<file path="src/rtl/ils_pkg.sv">
// Package for the indexed list store: sizes, operation and status codes,
// and the control word broadcast to the storage cells. No dependencies.
package ils_pkg;

    localparam int CAPACITY   = 1024;
    localparam int DATA_W     = 32;
    localparam int POS_W      = 12;
    localparam int OP_W       = 3;
    localparam int STATUS_W   = 2;
    localparam int IDX_W      = $clog2(CAPACITY);
    localparam int CNT_W      = $clog2(CAPACITY + 1);
    localparam int CMP_W      = (CNT_W > POS_W - 1) ? CNT_W : POS_W - 1;
    localparam int GROUP_SIZE = 32;
    localparam int NUM_GROUPS = (CAPACITY + GROUP_SIZE - 1) / GROUP_SIZE;

    localparam logic [OP_W-1:0] OP_READ     = 3'd0;
    localparam logic [OP_W-1:0] OP_INS_HEAD = 3'd1;
    localparam logic [OP_W-1:0] OP_INS_TAIL = 3'd2;
    localparam logic [OP_W-1:0] OP_INS_POS  = 3'd3;
    localparam logic [OP_W-1:0] OP_DELETE   = 3'd4;

    localparam logic [STATUS_W-1:0] ST_DONE  = 2'd0;
    localparam logic [STATUS_W-1:0] ST_RANGE = 2'd1;
    localparam logic [STATUS_W-1:0] ST_FULL  = 2'd2;

    typedef struct packed {
        logic              ins;
        logic              del;
        logic              rd;
        logic [IDX_W-1:0]  pos;
        logic [DATA_W-1:0] value;
    } t_cell_ctrl;

endpackage

</file>
<file path="src/rtl/ils_cell.sv">
// One storage cell of the list chain: holds one entry, shifts up or down
// from its neighbors on insert and delete, and gates its entry onto the read tree.
// Depends on ils_pkg.
module ils_cell (
    input  logic                      i_clk,
    input  ils_pkg::t_cell_ctrl       i_ctrl,
    input  logic [ils_pkg::IDX_W-1:0] i_index,
    input  logic [ils_pkg::DATA_W-1:0] i_left,
    input  logic [ils_pkg::DATA_W-1:0] i_right,
    output logic [ils_pkg::DATA_W-1:0] o_entry,
    output logic [ils_pkg::DATA_W-1:0] o_pick
);
    import ils_pkg::*;

    logic [DATA_W-1:0] r_entry;
    logic [DATA_W-1:0] n_entry;

    always_comb begin
        priority if (i_ctrl.ins && (i_index > i_ctrl.pos)) begin
            n_entry = i_left;
        end else if (i_ctrl.ins && (i_index == i_ctrl.pos)) begin
            n_entry = i_ctrl.value;
        end else if (i_ctrl.del && (i_index >= i_ctrl.pos)) begin
            n_entry = i_right;
        end else begin
            n_entry = r_entry;
        end
    end

    always_ff @(posedge i_clk) begin
        r_entry <= n_entry;
    end

    assign o_entry = r_entry;
    assign o_pick  = (i_ctrl.rd && (i_index == i_ctrl.pos)) ? r_entry : '0;

endmodule

</file>
<file path="config.mk">
export PLATFORM = sky130hd
export DESIGN_NAME = ils_cell
export DESIGN_NICKNAME = d
export VERILOG_FILES = /design/src/rtl/ils_pkg.sv /design/src/rtl/ils_cell.sv
export SDC_FILE = /design/constraint.sdc
export NUM_CORES = 1
export LEC_CHECK = 0
export ABC_AREA = 1
export BUFFER_PORTS_ARGS = -buffer_cell sky130_fd_sc_hd__buf_2
export CORE_AREA = 5 5 98 100
export CTS_CLUSTER_SIZE = 28
export DETAILED_ROUTE_END_ITERATION = 16
export DIE_AREA = 0 0 103 105
export GPL_TIMING_DRIVEN = 0
export PLACE_DENSITY = 0.61
export SLEW_MARGIN = 20
export SYNTH_ARGS = -nofsm -noshare
export SYNTH_HDL_FRONTEND = slang
export SYNTH_SLANG_ARGS = --single-unit
export TNS_END_PERCENT = 10
</file>
<file path="constraint.sdc">
create_clock -name i_clk -period 5.1 [get_ports i_clk]
set_clock_uncertainty 0.2 [all_clocks]
set_input_delay 0.255 -clock i_clk [delete_from_list [all_inputs] [get_ports i_clk]]
set_output_delay 0.255 -clock i_clk [all_outputs]
set_load 0.02 [all_outputs]
</file>
==> reports/results.txt <==
Final nets = 690
Syn_nets = 501
Max Slew Vio Count = 0
Cell family with most CP delay = simple AND/OR/NAND/NOR gates
CTS tree = yes
Worst setup EP type = output port
Hold Crit Class = input port to flop
Cts repair resizes = 0
Multi-input gate area = 1210 um^2
Register Area = 961 um^2
Max Cap Violations = 0
Run status = completed
DR pass1 iterations = 4
CORE AREA = 8590 um^2
Global-route wire length before repair = 13000 um
# rows = 34
Vias post-DR = 2924
Ys Warns = 0
Post-synth top area share = 0.385
Synth top area cells = edfxtp_1 (39%), nand2_1 (22%), nand3_1 (13%)
I/O pin count = 184
Routed met3 length = 574 um
Hold endpoint = o_entry[31]
Top Layer Used = met4
Met2 wire len = 4240 um
CTS buffer count = 5
Post-route met1 wirelength = 3300 um
RSZ-0062 raised after global routing = no
Async SR Flop Fraction = 0
CP required = 4.64 ns
CP arrival = 1.82 ns
Crit Path Category = input port to output port
Hold path start = i_left[31]
Largest net degree at the start of global routing = 33
CTS max path bufs = 2
Period Utilization, post-route = 0.447
Hold path depth = 3
Clk root buf = clkbuf_8
Area Growth Syn to Fin = 45.1%
Ys flop type = edfxtp_1
GRT Total Usage = 0.148
Number of setup buffers added after CTS = 0
Area of the mapped netlist = 2490 um^2
FMAX = 0.439 GHz
Port Buf Inserts = 182
Initial antenna violation count = 0
Vias in the first global route = 2874
Synthesis-stage register bit count = 32
Clock Sink Count = 32
Detailed Route WL = 8310 um
Antenna viol nets, final = 0
Synth cell count leaders = nand2_1 (145), nand3_1 (66), inv_1 (51)
Largest area contributor in the netlist = edfxtp_1
Gp weighted congestion = 0.868
Total global routing overflow = 0
Syn avg cell area = 6.72 um^2
Cts-stage hold buffer count = 0
Crit-path most repeated cell = buf_2
Worst Path Buf+Inv = 4
Fillers = 944
Routed len/inst = 12.4 um
Final-report hold violation count = 0
Leakage Power = 2.24 nW
Initial Util = 0.290
Post-Syn Instances = 371
Worst slew pin tran = 0.668 ns
Fin crit period = 2.28 ns
# H-tree levels = 2
Number of setup violations in the final report = 0
Synth cell types = 18
Total power draw = 0.804 mW
Cell Chain, Critical Path = buf_2, inv_1, ha_1, nand2_1, nor2_2, nand2_2, nor2_8, nand2_2, buf_2, nor2_1, buf_2
Drt drc = 0
Sequential element share of the synthesized area = 0.385
Die width = 103 um
Die Area = 10800 um^2
Die H = 105 um
Setup TNS = 0 ns
Count leader, synth = nand2_1
CP max-delay cell = ha_1
Critical path fanouts, max = 10
Via-to-Cell Ratio = 4.38
Largest register FFs = 32
Initial DRC Count = 54
Ratio of cells with drive above 1 in the final layout = 0.384
Dpl hpwl = 7010 um
Ant diodes = 0
Slew HR = 0.554
CP peak stage delay = 0.28 ns
Peak VDD IR = 89.3 uV
Post-synth EDFFs = 32
Worst Setup Start Kind = input port
Reg clk slew, reported paths = 0.07 ns
Power per standard cell area = 222 nW/um^2
[worst min-delay path, stage by stage]
cell     delay (ns)
buf_2          0.07
nand3_1        0.06
nand2_1        0.06
[metal layers]
metal | vias to the layer above | GRT usage
met5 | - | 0
met1 | 1275 | 0.168
met4 | 0 | 0.0574
met2 | 102 | 0.265
li1 | 1532 | -
met3 | 15 | 0.0313
[kinds of logic (layout without fill, tap and decap cells)]
logic type | after synthesis | after routing | synth area share
buffers and inverters | 74 | 263 | 0.128
AND/OR/NAND/NOR | 252 | 252 | 0.430
adder cells (fa/ha/maj) | 10 | 10 | 0.0502
AO/OA/AOI/OAI | 3 | 3 | 0.00703
flip-flops | 32 | 32 | 0.385
[how the worst max path moves through the flow]
| stage | slack (ns) | to | startpoint | depth (start not counted) |
|---|---|---|---|---|
| floorplan | 2.63 | o_entry[0] | i_ctrl[37] | 9 |
| global placement | 2.19 | o_entry[20] | i_ctrl[37] | 10 |
| detailed placement | 2.53 | o_entry[19] | i_ctrl[37] | 10 |
| CTS | 2.79 | o_pick[29] | i_ctrl[37] | 11 |
| global route | 2.61 | o_pick[26] | i_ctrl[37] | 11 |
| finish | 2.82 | o_pick[26] | i_ctrl[37] | 11 |
[where the power goes]
group | leakage, nW | internal, mW | switching, mW
Combinational | 1.90 | 0.0960 | 0.163
Clock | 0.0410 | 0.0927 | 0.0894
Sequential | 0.301 | 0.343 | 0.0197
[final cells by class]
class,count,share of cell area
clock buffer,6,0.0201
buffer,22,0.0342
multi-input combinational,265,0.336
timing repair buffer,182,0.252
clock inverter,1,0.00138
tap,108,0.0374
inverter,52,0.0540
sequential,32,0.266
[layout by cell type, fill, tap and decap left out, types with 2 or more instances in the layout]
master      n
ha_1       10
a21oi_1     2
clkbuf_8    5
edfxtp_1   32
nand3_1    66
inv_2       2
nand2_1   145
buf_6       3
nand2_2     3
clkbuf_1    5
inv_1      50
nor2_1     33
buf_2     197
[metrics by stage]
step	area [um^2]	instances	setup slack (ns)	hold slack, ns	util
after floorplan	2490	371	2.63	0.268	-
after global placement	3540	661	2.19	0.355	0.412
after detailed placement	3540	661	2.53	0.360	0.412
after CTS	3620	668	2.79	0.0710	0.421
after global routing	3620	668	2.61	0.0718	0.421
final	3620	668	2.82	0.0767	0.421
Power figures use the tool's default switching activity.
